## config.mk

```make
export PLATFORM = sky130hd
export DESIGN_NAME = adc_scan_phase_emf_sequencer_top
export DESIGN_NICKNAME = d
export VERILOG_FILES = /design/src/rtl/aspes_pkg.sv /design/src/rtl/aspes_core.sv /design/src/rtl/aspes_outbuf.sv /design/src/rtl/adc_scan_phase_emf_sequencer_top.sv
export VERILOG_INCLUDE_DIRS = /design/src /design/src/rtl
export SDC_FILE = /design/constraint.sdc
export NUM_CORES = 1
export LEC_CHECK = 0
export BUFFER_PORTS_ARGS = -buffer_cell sky130_fd_sc_hd__clkbuf_2
export CORE_ASPECT_RATIO = 2
export CORE_MARGIN = 2
export CORE_UTILIZATION = 30
export DETAILED_ROUTE_END_ITERATION = 10
export GPL_ROUTABILITY_DRIVEN = 0
export GPL_TIMING_DRIVEN = 1
export HOLD_SLACK_MARGIN = 0.06
export PLACE_DENSITY = 0.47
export REMOVE_ABC_BUFFERS = 1
export SYNTH_ARGS = -nofsm -noshare
export SYNTH_HDL_FRONTEND = slang
export SYNTH_SLANG_ARGS = --single-unit
```

## constraint.sdc

```tcl
create_clock -name clk -period 18.65 [get_ports clk]
set_input_delay 0.9325 -clock clk [delete_from_list [all_inputs] [get_ports clk]]
set_output_delay 0.9325 -clock clk [all_outputs]
set_load 0.01 [all_outputs]
```

## src/rtl/adc_scan_phase_emf_sequencer_top_macros.svh

```systemverilog
`ifndef ADC_SCAN_PHASE_EMF_SEQUENCER_TOP_MACROS_SVH
`define ADC_SCAN_PHASE_EMF_SEQUENCER_TOP_MACROS_SVH

// invariant checked on every edge out of reset
`define ASPES_ASSERT(lbl, prop, msg) \
    lbl: assert property (@(posedge clk) disable iff (!rst_n) (prop)) \
        else $error(msg);

// condition on one edge implies a consequence on the next
`define ASPES_ASSERT_NEXT(lbl, ante, cons, msg) \
    lbl: assert property (@(posedge clk) disable iff (!rst_n) (ante) |=> (cons)) \
        else $error(msg);

`endif

```

## src/rtl/aspes_pkg.sv

```systemverilog
package aspes_pkg;

    localparam int RAW_W     = 16;
    localparam int SMP_W     = 10;
    localparam int SUM_W     = 13;
    localparam int STEP_W    = 3;
    localparam int SLOT_W    = 2;
    localparam int N_SLOTS   = 4;
    localparam int AVG_SHIFT = 3;
    localparam int RED_SHIFT = 2;

    localparam logic [SMP_W-1:0]  LOW10_MASK = 10'h3FF;
    localparam logic [STEP_W-1:0] STEP_FIRST = 3'd0;
    localparam logic [STEP_W-1:0] STEP_LAST  = 3'd7;
    localparam logic [SLOT_W-1:0] SLOT_LAST  = 2'd3;

    typedef logic [SMP_W-1:0] sample_t;
    typedef logic [N_SLOTS-1:0][SMP_W-1:0] slot_set_t;

    typedef struct packed {
        sample_t mid_ref;
        sample_t emf_peak;
        sample_t diff_amp;
        sample_t break_switch;
        sample_t supply12;
        sample_t supply3;
        sample_t phase_one;
        sample_t phase_two;
        sample_t phase_three;
        sample_t phase_four;
        sample_t emf_average;
        logic    self_trigger;
    } result_t;

    function automatic sample_t reduce10(input logic [RAW_W-1:0] raw);
        logic [RAW_W-1:0] shifted;
        shifted = raw >> RED_SHIFT;
        return shifted[SMP_W-1:0] & LOW10_MASK;
    endfunction

endpackage

```

## src/rtl/aspes_core.sv

```systemverilog
`include "adc_scan_phase_emf_sequencer_top_macros.svh"

module aspes_core
    import aspes_pkg::*;
(
    input  logic             clk,
    input  logic             rst_n,
    input  logic             fire,
    input  logic [RAW_W-1:0] phase_raw,
    input  logic [RAW_W-1:0] mid_ref_raw,
    input  logic [RAW_W-1:0] emf_raw,
    input  logic [RAW_W-1:0] diff_amp_raw,
    input  logic [RAW_W-1:0] break_switch_raw,
    input  logic [RAW_W-1:0] supply12_raw,
    input  logic [RAW_W-1:0] supply3_raw,
    output result_t          res
);

    logic [STEP_W-1:0] step_reg;
    logic [STEP_W-1:0] step_next;
    slot_set_t         slots_reg;
    slot_set_t         slots_next;
    slot_set_t         pub_reg;
    slot_set_t         pub_next;
    logic [SUM_W-1:0]  sum_reg;
    logic [SUM_W-1:0]  sum_next;
    logic [SUM_W-1:0]  sum_add;
    sample_t           avg_reg;
    sample_t           avg_next;
    sample_t           phase;
    sample_t           emf;
    logic [SLOT_W-1:0] slot;

    assign phase = reduce10(phase_raw);
    assign emf   = reduce10(emf_raw);
    assign slot  = step_reg[SLOT_W-1:0];

    always_comb
    begin
        slots_next       = slots_reg;
        slots_next[slot] = phase;
        pub_next         = (slot == SLOT_LAST) ? slots_next : pub_reg;
        sum_add          = (step_reg == STEP_FIRST) ? SUM_W'(emf) : sum_reg + SUM_W'(emf);
        if (step_reg == STEP_LAST)
        begin
            sum_next = '0;
            avg_next = sum_add[SUM_W-1:AVG_SHIFT];
        end
        else
        begin
            sum_next = sum_add;
            avg_next = avg_reg;
        end
        step_next = step_reg + STEP_W'(1);
    end

    always_ff @(posedge clk or negedge rst_n)
    begin
        if (!rst_n)
        begin
            step_reg  <= STEP_FIRST;
            slots_reg <= '0;
            pub_reg   <= '0;
            sum_reg   <= '0;
            avg_reg   <= '0;
        end
        else if (fire)
        begin
            step_reg  <= step_next;
            slots_reg <= slots_next;
            pub_reg   <= pub_next;
            sum_reg   <= sum_next;
            avg_reg   <= avg_next;
        end
    end

    always_comb
    begin
        res.mid_ref      = reduce10(mid_ref_raw);
        res.emf_peak     = emf;
        res.diff_amp     = reduce10(diff_amp_raw);
        res.break_switch = reduce10(break_switch_raw);
        res.supply12     = reduce10(supply12_raw);
        res.supply3      = reduce10(supply3_raw);
        res.phase_one    = pub_next[0];
        res.phase_two    = pub_next[1];
        res.phase_three  = pub_next[2];
        res.phase_four   = pub_next[3];
        res.emf_average  = avg_next;
        res.self_trigger = (slot != SLOT_LAST);
    end

    `ASPES_ASSERT_NEXT(a_idle_holds, !fire, $stable(step_reg) && $stable(sum_reg), "state moved without a beat")
    `ASPES_ASSERT_NEXT(a_wrap_clears, fire && step_reg == STEP_LAST, step_reg == STEP_FIRST && sum_reg == '0, "step eight did not wrap and clear the sum")
    `ASPES_ASSERT_NEXT(a_pub_last, fire && slot == SLOT_LAST, pub_reg[SLOT_LAST] == $past(phase), "published set lacks the current phase")

endmodule

```

## src/rtl/aspes_outbuf.sv

```systemverilog
`include "adc_scan_phase_emf_sequencer_top_macros.svh"

module aspes_outbuf
    import aspes_pkg::*;
(
    input  logic    clk,
    input  logic    rst_n,
    input  logic    push,
    input  result_t d,
    output logic    ready,
    output logic    q_valid,
    input  logic    q_ready,
    output result_t q
);

    logic    out_valid_reg;
    logic    out_valid_next;
    result_t out_data_reg;
    result_t out_data_next;
    logic    skid_valid_reg;
    logic    skid_valid_next;
    result_t skid_data_reg;
    result_t skid_data_next;
    logic    out_free;

    assign ready    = !skid_valid_reg;
    assign q_valid  = out_valid_reg;
    assign q        = out_data_reg;
    assign out_free = !out_valid_reg || q_ready;

    always_comb
    begin
        out_valid_next  = out_valid_reg;
        out_data_next   = out_data_reg;
        skid_valid_next = skid_valid_reg;
        skid_data_next  = skid_data_reg;
        if (out_free)
        begin
            // skid drains first to keep order
            if (skid_valid_reg)
            begin
                out_valid_next  = 1'b1;
                out_data_next   = skid_data_reg;
                skid_valid_next = 1'b0;
            end
            else
            begin
                out_valid_next = push;
                out_data_next  = push ? d : out_data_reg;
            end
        end
        else if (push)
        begin
            skid_valid_next = 1'b1;
            skid_data_next  = d;
        end
    end

    always_ff @(posedge clk or negedge rst_n)
    begin
        if (!rst_n)
        begin
            out_valid_reg  <= 1'b0;
            skid_valid_reg <= 1'b0;
        end
        else
        begin
            out_valid_reg  <= out_valid_next;
            skid_valid_reg <= skid_valid_next;
        end
    end

    always_ff @(posedge clk)
    begin
        out_data_reg  <= out_data_next;
        skid_data_reg <= skid_data_next;
    end

    `ASPES_ASSERT(a_skid_behind_out, !skid_valid_reg || out_valid_reg, "skid holds a beat ahead of the output")
    `ASPES_ASSERT(a_no_overrun, !(push && skid_valid_reg), "beat pushed into a full buffer")
    `ASPES_ASSERT_NEXT(a_skid_drain, skid_valid_reg && q_ready, out_valid_reg && out_data_reg == $past(skid_data_reg), "skid beat lost on drain")

endmodule

```

## src/rtl/adc_scan_phase_emf_sequencer_top.sv

```systemverilog
// an accepted scan is registered at the output, or in the skid entry on a stall
// throughput: one scan per cycle, output side stalls absorbed by a two-beat buffer
// in_ready drops only while both buffer entries hold beats
// reset (async, active low) clears the step counter to step one, phase slots,
// published phases, emf sum and average, and empties the output buffer
module adc_scan_phase_emf_sequencer_top
    import aspes_pkg::*;
(
    input  logic             clk,
    input  logic             rst_n,
    input  logic             in_valid,
    output logic             in_ready,
    input  logic [RAW_W-1:0] phase_raw,
    input  logic [RAW_W-1:0] mid_ref_raw,
    input  logic [RAW_W-1:0] emf_raw,
    input  logic [RAW_W-1:0] diff_amp_raw,
    input  logic [RAW_W-1:0] break_switch_raw,
    input  logic [RAW_W-1:0] supply12_raw,
    input  logic [RAW_W-1:0] supply3_raw,
    output logic             out_valid,
    input  logic             out_ready,
    output logic [SMP_W-1:0] mid_ref,
    output logic [SMP_W-1:0] emf_peak,
    output logic [SMP_W-1:0] diff_amp,
    output logic [SMP_W-1:0] break_switch,
    output logic [SMP_W-1:0] supply12,
    output logic [SMP_W-1:0] supply3,
    output logic [SMP_W-1:0] phase_one,
    output logic [SMP_W-1:0] phase_two,
    output logic [SMP_W-1:0] phase_three,
    output logic [SMP_W-1:0] phase_four,
    output logic [SMP_W-1:0] emf_average,
    output logic             self_trigger
);

    logic    fire;
    result_t res;
    result_t q;

    assign fire = in_valid && in_ready;

    aspes_core u_core (
        .clk              (clk),
        .rst_n            (rst_n),
        .fire             (fire),
        .phase_raw        (phase_raw),
        .mid_ref_raw      (mid_ref_raw),
        .emf_raw          (emf_raw),
        .diff_amp_raw     (diff_amp_raw),
        .break_switch_raw (break_switch_raw),
        .supply12_raw     (supply12_raw),
        .supply3_raw      (supply3_raw),
        .res              (res)
    );

    aspes_outbuf u_outbuf (
        .clk     (clk),
        .rst_n   (rst_n),
        .push    (fire),
        .d       (res),
        .ready   (in_ready),
        .q_valid (out_valid),
        .q_ready (out_ready),
        .q       (q)
    );

    assign mid_ref      = q.mid_ref;
    assign emf_peak     = q.emf_peak;
    assign diff_amp     = q.diff_amp;
    assign break_switch = q.break_switch;
    assign supply12     = q.supply12;
    assign supply3      = q.supply3;
    assign phase_one    = q.phase_one;
    assign phase_two    = q.phase_two;
    assign phase_three  = q.phase_three;
    assign phase_four   = q.phase_four;
    assign emf_average  = q.emf_average;
    assign self_trigger = q.self_trigger;

endmodule

```

# Word-level counts from Yosys, hierarchy flattened

Index checks and enable logic that the tools add are counted.
W data, S select, Z words.

Input bits: 116
Logic and storage cells: 67
Flip-flop bits (word level): 330
Output and inout port bits: 113

Reductions and logical operators: 10
Muxes and demuxes: 12
Magnitude comparators: 2
Add/subtract/negate cells: 2
Bitwise gates (word level): 1
Equal/unequal tests: 3

Operator list:

| cell                  | number |
|---|---|
| $mux W111             | 2 |
| $bwmux W40            | 1 |
| $mux W40              | 1 |
| $mux W13              | 2 |
| $demux W10 S2         | 1 |
| $mux W10              | 2 |
| $add A13 B10 Y13      | 1 |
| $reduce_and A2 Y1     | 2 |
| $reduce_bool A2 Y1    | 2 |
| $add A3 B1 Y3 const B | 1 |
| $eq A3 B3 Y1 const B  | 1 |
| $logic_not A3 Y1      | 1 |
| $lt A2 B3 Y1 const B  | 1 |
| $mux W1               | 3 |
| $eq A2 B2 Y1 const B  | 1 |
| $ge A2 B1 Y1 const B  | 1 |
| $logic_and A1 B1 Y1   | 2 |
| $logic_not A1 Y1      | 2 |
| $ne A2 B2 Y1 const B  | 1 |
| $logic_or A1 B1 Y1    | 1 |
| $not A1 Y1            | 1 |

# Longest topological paths before layout

Gate-level depths: netlist (run 1).

Word-level depth: 8
Mapped depth: 9
Mapped depth without buffers: 8

# Cells and area by module

From an unflattened synthesis (run 1), not the netlist that was laid out.

Cell total of the unflattened synthesis: 927
Area total of the unflattened synthesis: 13,874.6 um^2

Modules (own cells, without submodules):

| module                           | area an instance (um^2) | times used | sequential area each (um^2) | cells an instance |
|---|---|---|---|---|
| aspes_outbuf                     | 8,383.0                 | 1          | 6,716.4                     | 356 |
| aspes_core                       | 5,485.3                 | 1          | 2,402.3                     | 570 |
| adc_scan_phase_emf_sequencer_top | 6.3                     | 1          | 0.0                         | 1 |

# Least setup slack after synthesis (run 1)

OpenSTA, ideal clock, no wires.

Path kind: input to register
Start point: input in_valid
End point: register u_outbuf.skid_data_reg[0] (netlist bit), enable pin
Arrival time: 6.010 ns
Setup slack: 12.058 ns
Data required time: 18.068 ns
Stages on the path: 4
Cells stage by stage: nand2b_1 clkbuf_1 clkbuf_1 nor2_1

Cells in the longest elaborated chain, start to end: 2

RTL lines:

| what                               | RTL line                               | source |
|---|---|---|
| start, declared                    | adc_scan_phase_emf_sequencer_top.sv:11 | `input logic in_valid,` |
| $logic_and A1 B1 Y1                | adc_scan_phase_emf_sequencer_top.sv:40 | `assign fire = in_valid && in_ready;` |
| $reduce_and A2 Y1 (no source line) | n/a                                    |  |
| end signal, assigned               | aspes_outbuf.sv:76                     | `skid_data_reg <= skid_data_next;` |
| end, declared                      | aspes_outbuf.sv:22                     | `result_t skid_data_reg;` |

Every way passes these cells.
A chain may end at the register's enable or synchronous reset.

# Final worst setup path (run 1)

Start point: register u_outbuf.skid_valid_reg
End point: output in_ready

Cells in the longest elaborated chain, start to end: 1

RTL lines:

| what                   | RTL line                               | source |
|---|---|---|
| start, declared        | aspes_outbuf.sv:20                     | `logic skid_valid_reg;` |
| start signal, assigned | aspes_outbuf.sv:69                     | `skid_valid_reg <= skid_valid_next;` |
| $logic_not A1 Y1       | aspes_outbuf.sv:26                     | `assign ready = !skid_valid_reg;` |
| end, declared          | adc_scan_phase_emf_sequencer_top.sv:12 | `output logic in_ready,` |

Every way passes these cells.

==> results by group, run 1 <==
Floorplan
  • Num rows: 108
  • Die Y: between 200 and 300 um
  • Effective utilization at floorplan: 0.3029
  • Core Region: about 43,000 sq um
  • Io pins: about 230
  • Die Wd: about 150 um
  • Die area: around 45,000 sq um

Logic synthesis
  • Top-count cell post-synth: edfxtp_1
  • Register area share after synthesis: 0.6962
  • Top FF cell, synth: edfxtp_1
  • Mapped Area: between 10,000 and 15,000 sq um
  • Yosys warns: 0
  • Syn_area_per_cell: between 10 and 15 sq um
  • Post-synth ARST share: 0.3063
  • Top cell type's share of synthesized area: 0.5090
  • Post-synthesis register bit count: 320
  • Cell taking the most area after synthesis: edfxtp_1
  • Yosys cell types: between 40 and 50
  • Cells after synthesis: approximately 930
  • Top cells by count, synth: 222 x edfxtp_1, 136 x nand2_1, 114 x mux2_2
  • Synth top area cells: edfxtp_1 51%, dfrtp_1 19%, mux2_2 9.8%
  • EDFF count, synth: 222

CTS
  • H-tree Lvls: 1
  • Root Driver: clkbuf_16
  • Post-CTS resize count: 0
  • CTS clk-pin slew, worst paths: roughly 70 ps
  • Clock buffer depth: 3
  • Worst skew pair latency: roughly 570 ps
  • CTS buffer count: 30
  • Sink Count: between 300 and 400
  • TritonCTS clock tree: done
  • Postcts setup bufs: 0
  • Hold_buf cts: 0

Route
  • Detailed Route Iter0 Violations: about 290
  • Residual DRC: 0
  • Remaining antenna violation count after routing: 0
  • WL per Instance: 17.89 um
  • Via density per instance: around 4.7
  • DR vias: 7,859
  • First-pass DRT Iterations: 6
  • Aggregate routed wire length: 30,150 um

Final layout
  • Layout area overhead: 19.58%
  • Fill cells: about 4,200
  • Finished Cell Area: around 16,000 sq um
  • Final net count: between 1,000 and 1,500
  • Share of cells above drive strength 1: 0.3286
  • ANT cells: 0
  • Register area: a little over 9000 sq um
  • Area of the multi-input gates: roughly 3800 sq um

Setup path
  • Critical Path AT: about 3000 ps
  • WP data required: ~18,000 ps
  • Setup crit end kind: primary output
  • Critical path peak fanout: 56
  • CP Class: register to primary output
  • Critical Path Source Type: register

Power
  • VDD IR-drop max: 0.06456 mV
  • Power per Cell Area: ~150 nW/um^2
  • Leakage power: a little over 6 nW

Placement
  • PortBufs: roughly 190
  • Pre-CTS setup slack: around 15,000 ps
  • Post-DP Area: about 15,000 sq um
  • HPWL Detailed: 19,060 um

Timing
  • Setup violators final: 0
  • Fmax: around 260 MHz
  • Hold WS: around 380 ps
  • Tmin final: between 3000 and 4000 ps
  • Unrepaired setup endpoints after global routing: false
  • Final slew viol count: 0
  • Max Clock Skew: between 9 and 10 ps
  • Final Hold Viols: 0
  • Worst slew pin tran: approximately 1100 ps
  • Fin worst setup slack: approximately 15,000 ps
  • Slew Limit Headroom: 0.2794
  • Final setup TNS: 0 ps
  • Final Cycle Share: 0.2088

Hold path
  • Worst hold path class: input pin to asynchronous set/reset pin

Flow run
  • Max Cap Viol: 0

GRT
  • Vias in the first global route: around 8,100
  • Initial antenna violation count: 0
  • First-pass GRT wire length: around 47,000 um
  • Remaining Overflow, GRT: 0
  • Total track usage: 0.1326
  • Pin count of the biggest net entering global routing: 75

Status
  • Status: finished, final reports clean
[where the power goes]
part,total (mW),switching (mW),internal [mW]
logic,0.644,0.383,0.261
clock network,0.649,0.275,0.374
registers,1.04,0.0698,0.971
[through the flow]
stage	utilization	power [mW]	instances
CTS	0.3622	2.383	1685
detailed placement	0.3384	1.715	1629
floorplan	-	1.498	884
finish	0.3622	2.334	1685
global placement	0.3384	1.699	1629
global route	0.3622	2.493	1685
[kinds of logic (layout without fill, tap and decap cells)]
family                     after synthesis  after routing  share of synthesized area
and+or+nand+nor                        210            210                    0.06420
buffers and inverters                   56            259                    0.01710
DFF                                    320            320                     0.6962
xor gates and xnor gates                 9              9                   0.006019
adders and majority gates               16             16                    0.01586
AOI/OAI and AO/OA                      170            170                    0.07365
muxes                                  151            151                     0.1270
[worst max-delay path, stage by stage (launching register included)]
cell	delay, ps
dfrtp_4	600
buf_4	660
inv_2	500
buf_4	410
clkbuf_2	190
[path summary, 6_finish.rpt]
kind	start	end	slack [ps]	depth (start not counted)
min	rst_n	u_core.pub_reg[33]	380	1
min in group clk	u_core.pub_reg[34]	u_core.pub_reg[34]	470	2
max in group asynchronous	rst_n	u_outbuf.skid_valid_reg	16980	2
min reg2reg	u_core.pub_reg[34]	u_core.pub_reg[34]	470	2
max	u_outbuf.skid_valid_reg	in_ready	14760	4
max reg2reg	u_core.step_reg[0]	u_core.avg_reg[8]	15060	8
[per-layer routing]
layer  global-route usage  share of wire  vias to the layer above
met5                    0              0                        -
met1               0.1453           0.38                     3869
li1                     -              -                     3774
met3              0.01781          0.043                       42
met2               0.2546           0.55                      174
met4              0.04586          0.028                        0
[area by class of cell]
cell class | count | share of cell area
Inverter | 8 | 0.001917
Timing Repair Buffer | 195 | 0.06391
Multi-Input combinational cell | 556 | 0.2420
Sequential cell | 320 | 0.5824
Clock buffer | 43 | 0.05432
Tap cell | 550 | 0.04394
Clock inverter | 13 | 0.01150
[layout by cell type (no fill, tap or decap), types with 2 or more instances in the layout]
master,synthesis,layout
o31ai_1,5,5
or3_1,2,2
a22oi_1,2,2
nor2b_1,2,2
xor2_1,2,2
o21ai_0,87,87
inv_1,7,7
clkbuf_8,0,3
or2_2,2,2
a31oi_1,7,7
clkinvlp_4,0,2
nand2_1,136,135
o221ai_1,4,4
xnor2_1,7,7
and2_1,2,2
bufinv_16,0,4
a21oi_1,46,46
ha_1,15,14
buf_4,0,10
clkbuf_2,1,185
nor3_1,2,2
clkbuf_1,38,9
nand2b_1,4,3
a41oi_1,2,2
a21o_1,5,5
nand3_1,7,7
clkinv_2,0,5
dfrtp_1,98,97
edfxtp_1,222,222
nand4_1,3,3
a21oi_2,2,2
mux2_2,114,114
clkbuf_16,0,31
nor2_1,49,47
mux2i_1,35,35
Power figures use the tool's default switching activity.
==> run 2: changes to the inputs <==
--- a/config.mk
+++ b/config.mk
@@ -6,6 +6,7 @@
 export SDC_FILE = /design/constraint.sdc
 export NUM_CORES = 1
 export LEC_CHECK = 0
+export ABC_AREA = 1
 export BUFFER_PORTS_ARGS = -buffer_cell sky130_fd_sc_hd__clkbuf_2
 export CORE_ASPECT_RATIO = 2
 export CORE_MARGIN = 2
@@ -14,7 +15,7 @@
 export GPL_ROUTABILITY_DRIVEN = 0
 export GPL_TIMING_DRIVEN = 1
 export HOLD_SLACK_MARGIN = 0.06
-export PLACE_DENSITY = 0.47
+export PLACE_DENSITY = 0.49
 export REMOVE_ABC_BUFFERS = 1
 export SYNTH_ARGS = -nofsm -noshare
 export SYNTH_HDL_FRONTEND = slang
==> constraint.sdc (replaced) <==
create_clock -name clk -period 3.3 [get_ports clk]
set_input_delay 0.165 -clock clk [delete_from_list [all_inputs] [get_ports clk]]
set_output_delay 0.165 -clock clk [all_outputs]
set_load 0.01 [all_outputs]
==> run 2 against run 1 <==
  * Setup slack lost 14000 ps
  * Critical endpoint unchanged
  * Die area grew 3.2%
  * Via count grew 21%
  * Largest power group unchanged
  * Non-clock buffer count grew 79
  * Utilization grew 1.3 points
  * Design area grew 7.1%
  * Critical path depth shrank 1
  * Sequential share of layout area shrank 3.9 points
  * Global-route usage grew 0.095 points
==> results by group, run 2 <==
Power
  • Clock share of power: 0.273
  • Pwr Total: ~13 mW
  • Internal: between 8 and 9 mW
  • Power per Cell Area: 759.9 nW/um^2
  • Logic pwr share: 0.279
  • Leakage power: 7.335 nW
  • Sequential share of power: 0.448
  • VDD IR-drop max: between 0.4 and 0.5 mV
  • Psw: roughly 4.2 mW
  • Switching Share: 0.3316

Timing
  • Fmax: 407.2 MHz
  • Final Hold Viols: 0
  • Max Clock Skew: between 10 and 15 ps
  • Final slew viol count: 0
  • Setup violators final: 0
  • Slew Limit Headroom: 0.3360
  • Final Cycle Share: 0.7442
  • Tmin final: about 2500 ps
  • Worst slew pin tran: between 900 and 1000 ps
  • Fin worst setup slack: between 800 and 900 ps
  • Unrepaired setup endpoints after global routing: false

Route
  • First-pass DRT Iterations: 5
  • Residual DRC: 0
  • Detailed Route Iter0 Violations: ~370
  • DR vias: between 9,000 and 10,000
  • Aggregate routed wire length: 31,620 um
  • Met2 wire len: ~14,000 um
  • WL per Instance: about 15 um
  • Via density per instance: ~4.4
  • Max layer used: met4
  • Metal-1 WL: between 15,000 and 20,000 um
  • Remaining antenna violation count after routing: 0
  • WL met3: 1617 um

CTS
  • CTS clk-pin slew, worst paths: around 70 ps
  • Post-CTS resize count: 0
  • H-tree Lvls: 1
  • Sink Count: 320
  • CTS buffer count: 31
  • Worst skew pair latency: 570 ps
  • Root Driver: clkbuf_16
  • TritonCTS clock tree: done
  • Clock buffer depth: 3

Setup path
  • Critical path peak fanout: 62
  • RR Startpoint: u_outbuf.skid_valid_reg
  • Critical Path AT: about 2300 ps
  • CP Cell Sequence: inv_4 -> buf_4 -> clkbuf_2
  • Slowest cell on crit path: dfrtp_4
  • Worst Setup SP: u_outbuf.skid_valid_reg
  • Worst Reg2Reg Path Length in Cells: 6
  • R2r setup slk: 1100 ps
  • Setup crit end kind: primary output
  • Crit path capture: in_ready
  • Delay of the slowest critical-path stage: ~660 ps
  • Critical Path Source Type: register
  • CP Class: register to primary output
  • Critical R2R Capture: u_core.pub_reg[19]
  • WP data required: approximately 3100 ps

Logic synthesis
  • Top cells by count, synth: 579 x nand2_1, 222 x edfxtp_1, 137 x o21ai_0
  • Top-count cell post-synth: nand2_1
  • Cells after synthesis: 1,331
  • Post-synthesis register bit count: between 300 and 400
  • Syn_area_per_cell: ~10 sq um
  • Synth top area cells: edfxtp_1 49%, dfrtp_1 18%, nand2_1 16%
  • EDFF count, synth: around 220
  • Mapped Area: 13,530 sq um
  • Post-synth ARST share: 0.3063
  • Register area share after synthesis: 0.6740
  • Yosys warns: 0
  • Cell taking the most area after synthesis: edfxtp_1
  • Yosys cell types: 34
  • Top cell type's share of synthesized area: 0.4927
  • Top FF cell, synth: edfxtp_1

GRT
  • Total track usage: 0.1336
  • Initial antenna violation count: 0
  • Remaining Overflow, GRT: 0
  • First-pass GRT wire length: approximately 51,000 um
  • Pin count of the biggest net entering global routing: 82
  • Vias in the first global route: just over 9,000

Final layout
  • Most frequent cells in the layout: 579 x nand2_1, 222 x edfxtp_1, 185 x clkbuf_2
  • Final net count: roughly 1,700
  • Final core utilization: 0.3750
  • ANT cells: 0
  • Layout area overhead: 23.97%
  • Commonest non-fill, non-tap cell in the layout: nand2_1
  • Area of the multi-input gates: ~3700 sq um
  • Share of cells above drive strength 1: 0.1729
  • Register area: slightly above 9000 sq um
  • Finished Cell Area: 16,770 sq um
  • Fill cells: roughly 4,400

Placement
  • HPWL Detailed: roughly 19,000 um
  • Post-DP Area: about 15,000 sq um
  • Pre-CTS setup slack: 1020 ps
  • PortBufs: 186

Hold path
  • Worst hold path class: input pin to asynchronous set/reset pin

Floorplan
  • Die area: 46,910 sq um
  • Num rows: 110
  • Effective utilization at floorplan: 0.3025
  • Die Wd: 154.2 um
  • Core Region: 44,730 sq um
  • Io pins: approximately 230
  • Die Y: just over 300 um

Status
  • Status: finished, final reports clean

Flow run
  • Max Cap Viol: 0
## run 2: worst min path at each step
stage                     startpoint                   end  depth (start not counted)
after floorplan                rst_n     u_core.avg_reg[0]                          0
after global placement         rst_n     u_core.pub_reg[9]                          1
after detailed placement       rst_n     u_core.pub_reg[9]                          1
after CTS                      rst_n    u_core.pub_reg[19]                          2
after global routing           rst_n  u_core.slots_reg[25]                          2
final                          rst_n     u_core.pub_reg[9]                          2
## run 2: cell type report
class                   count  area share
clock buffers              41     0.05088
clock inverters            17    0.007535
inverters                 110     0.02477
multi-input cells         840      0.2228
flip-flops and latches    320      0.5439
well taps                 560     0.04178
repair buffers            274      0.1083
## run 2: through the flow
stage | hold WS [ps] | cells | setup TNS (ps)
3_3_place_gp | 315.8 | 2030 | 0
4_1_cts | 225.9 | 2162 | 0
6_report | 226.4 | 2162 | 0
2_1_floorplan | -130.6 | 1270 | -1057410
5_1_grt | 287.9 | 2162 | 0
3_5_place_dp | 311.0 | 2030 | 0
## run 2: metal layers
| metal | GRT usage | vias to the layer above |
|---|---|---|
| li1 | - | 4819 |
| met2 | 0.2169 | 261 |
| met3 | 0.02108 | 40 |
| met1 | 0.1875 | 4370 |
| met4 | 0.03195 | 0 |
| met5 | 0 | - |
## run 2: power groups by stage
stage | sequential [mW] | combinational, mW | clock, mW
detailed placement | 5.80 | 3.54 | 0
global placement | 5.78 | 3.49 | 0
CTS | 5.72 | 3.63 | 3.63
floorplan | 5.90 | 2.30 | 0
global route | 5.80 | 4.16 | 3.77
finish | 5.71 | 3.56 | 3.48
## run 2: timing repair
action | 4_1_cts | 5_1_grt
hold buffers | 74 | 0
setup buffers | 0 | 0
endpoints found under the hold margin | 244 | 0
## run 2: cell families (layout without fill, tap and decap cells)
| kind of cell | count (synthesis) | after routing | synth area share |
|---|---|---|---|
| AO/OA/AOI/OAI | 170 | 170 | 0.06557 |
| flip-flops | 320 | 320 | 0.6740 |
| adder cells (fa/ha/maj) | 16 | 16 | 0.01535 |
| buffers and inverters | 171 | 442 | 0.05105 |
| XOR/XNOR | 4 | 4 | 0.002590 |
| AND/OR/NAND/NOR | 650 | 650 | 0.1914 |
## run 2: worst max-delay path: cells and delay by family, from the launching register on
family,cells,cell delay [ps]
buf+inv,3,1020
flops,1,660
==> run 3: changes to the inputs <==
--- a/config.mk
+++ b/config.mk
@@ -15,7 +15,7 @@
 export GPL_ROUTABILITY_DRIVEN = 0
 export GPL_TIMING_DRIVEN = 1
 export HOLD_SLACK_MARGIN = 0.06
-export PLACE_DENSITY = 0.49
+export PLACE_DENSITY = 0.47
 export REMOVE_ABC_BUFFERS = 1
 export SYNTH_ARGS = -nofsm -noshare
 export SYNTH_HDL_FRONTEND = slang
==> constraint.sdc (replaced) <==
create_clock -name clk -period 2.4 [get_ports clk]
set_input_delay 0.12 -clock clk [delete_from_list [all_inputs] [get_ports clk]]
set_output_delay 0.12 -clock clk [all_outputs]
set_load 0.01 [all_outputs]
==> run 3 against run 2 <==
  * Clock skew down 1.4 ps
  * Highest routed layer unchanged
  * Sequential share of layout area down 1.0 points
  * Largest cell class unchanged
  * Utilization up 0.71 points
  * Cell count up 0.46%
  * Critical path depth up 6
  * Sequential power up 37%
==> results by group, run 3 (synthesized netlist as in run 2, its figures left out) <==
Status
  • Status: finished, final reports clean

Final layout
  • Final core utilization: 0.3821
  • Commonest non-fill, non-tap cell in the layout: nand2_1
  • Most frequent cells in the layout: 579 x nand2_1, 222 x edfxtp_1, 185 x clkbuf_2
  • Final net count: between 1,500 and 2,000
  • Register area: 9123 sq um
  • Fill cells: between 4,000 and 5,000
  • Area of the multi-input gates: between 3000 and 4000 sq um
  • Layout area overhead: 26.33%
  • Share of cells above drive strength 1: 0.1775

Setup path
  • Critical path peak fanout: 4
  • Worst Reg2Reg Path Length in Cells: 9
  • Critical Path Source Type: register
  • Critical R2R Capture: u_outbuf.skid_data_reg[6]
  • Setup crit end kind: register
  • CP Class: register to register
  • R2r setup slk: between 200 and 250 ps
  • Critical Path AT: 2450 ps
  • WP data required: about 2700 ps
  • RR Startpoint: u_core.sum_reg[0]

Hold path
  • Worst hold path class: input pin to asynchronous set/reset pin

Flow run
  • Max Cap Viol: 0

GRT
  • Initial antenna violation count: 1
  • First-pass GRT wire length: between 50,000 and 60,000 um
  • Vias in the first global route: ~9,100
  • Remaining Overflow, GRT: 0
  • Total track usage: 0.1381
  • Pin count of the biggest net entering global routing: roughly 110

Route
  • Via density per instance: approximately 4.4
  • Residual DRC: 0
  • Metal-1 WL: approximately 16,000 um
  • WL met3: approximately 1600 um
  • Max layer used: met4
  • DR vias: roughly 9,500
  • Remaining antenna violation count after routing: 0
  • Aggregate routed wire length: 32,390 um
  • WL per Instance: around 15 um
  • First-pass DRT Iterations: 5
  • Met2 wire len: 14,310 um
  • Detailed Route Iter0 Violations: between 500 and 600

Timing
  • Worst slew pin tran: approximately 730 ps
  • Max Clock Skew: 9.869 ps
  • Setup violators final: 0
  • Final slew viol count: 0
  • Final Hold Viols: 0
  • Slew Limit Headroom: 0.5111
  • Final setup TNS: 0 ps
  • Final Cycle Share: 0.9101
  • Unrepaired setup endpoints after global routing: false
  • Tmin final: ~2200 ps
  • Fmax: between 400 and 500 MHz

Power
  • Power per Cell Area: 1078 nW/um^2
  • VDD IR-drop max: 0.4586 mV
  • Leakage power: about 7.5 nW

CTS
  • Post-CTS resize count: 0
  • H-tree Lvls: 2
  • Postcts setup bufs: 0
  • Hold_buf cts: 74
  • Sink Count: 320
  • TritonCTS clock tree: done
  • Worst skew pair latency: ~520 ps
  • Root Driver: clkbuf_16
  • Clock buffer depth: 3
  • CTS buffer count: 34
  • CTS clk-pin slew, worst paths: approximately 70 ps

Floorplan
  • Die Y: between 300 and 400 um
  • Num rows: 110
  • Die area: approximately 47,000 sq um
  • Effective utilization at floorplan: 0.3025
  • Io pins: 229
  • Die Wd: around 150 um
  • Core Region: 44,730 sq um

Placement
  • PortBufs: approximately 190
  • HPWL Detailed: between 15,000 and 20,000 um
[run 3: layout make-up]
class	instances	share of cell area
multi-input combinational	840	0.2193
sequential	320	0.5337
antenna	1	0.0001464
timing repair buffer	281	0.1138
clock inverter	13	0.01157
tap	560	0.04100
inverter	110	0.02430
clock buffer	47	0.05622
[run 3: power breakdown]
group	switching (mW)	internal, mW
Combinational	3.28	1.71
Sequential	0.403	7.45
Clock	2.23	3.35
[run 3: routing by layer]
metal / global-route usage / vias up
met5: 0 / -
li1: - / 4845
met4: 0.04064 / 0
met2: 0.2200 / 249
met1: 0.1940 / 4324
met3: 0.02264 / 43
[run 3: worst max-delay path by stage]
stage | startpoint | to | slack [ps] | depth (start not counted)
after floorplan | u_outbuf.skid_valid_reg | u_outbuf.skid_data_reg[0] | -5580 | 3
after global placement | u_core.sum_reg[0] | u_outbuf.q[4] | 250 | 12
after detailed placement | u_core.step_reg[0] | u_outbuf.q[30] | 230 | 7
after CTS | u_core.step_reg[0] | u_outbuf.q[30] | 220 | 7
after global routing | u_core.step_reg[0] | u_outbuf.q[23] | 0.4 | 7
final | u_core.sum_reg[0] | u_outbuf.skid_data_reg[6] | 220 | 9
[run 3: critical path: stages (launching register included)]
cell	delay, ps
dfrtp_1	380
ha_1	220
fa_1	450
nand3_1	130
nand3_2	130
nand2_1	110
nand3b_1	90
nand3_1	140
o211ai_2	110
and2_1	160
[run 3: per-stage QoR]
| step | power [mW] | hold slack [ps] | instance area (sq um) | instances | worst slack [ps] |
|---|---|---|---|---|---|
| final | 18.43 | 119.1 | 17090 | 2172 | 215.8 |
| after global routing | 19.81 | 158.3 | 17090 | 2172 | 0.4301 |
| after CTS | 18.78 | 131.3 | 17090 | 2171 | 222.5 |
| after detailed placement | 12.92 | 157.6 | 15190 | 2037 | 229.2 |
| after global placement | 12.86 | 153.9 | 15190 | 2037 | 247.6 |
| after floorplan | 11.27 | -175.6 | 13250 | 1270 | -5575 |
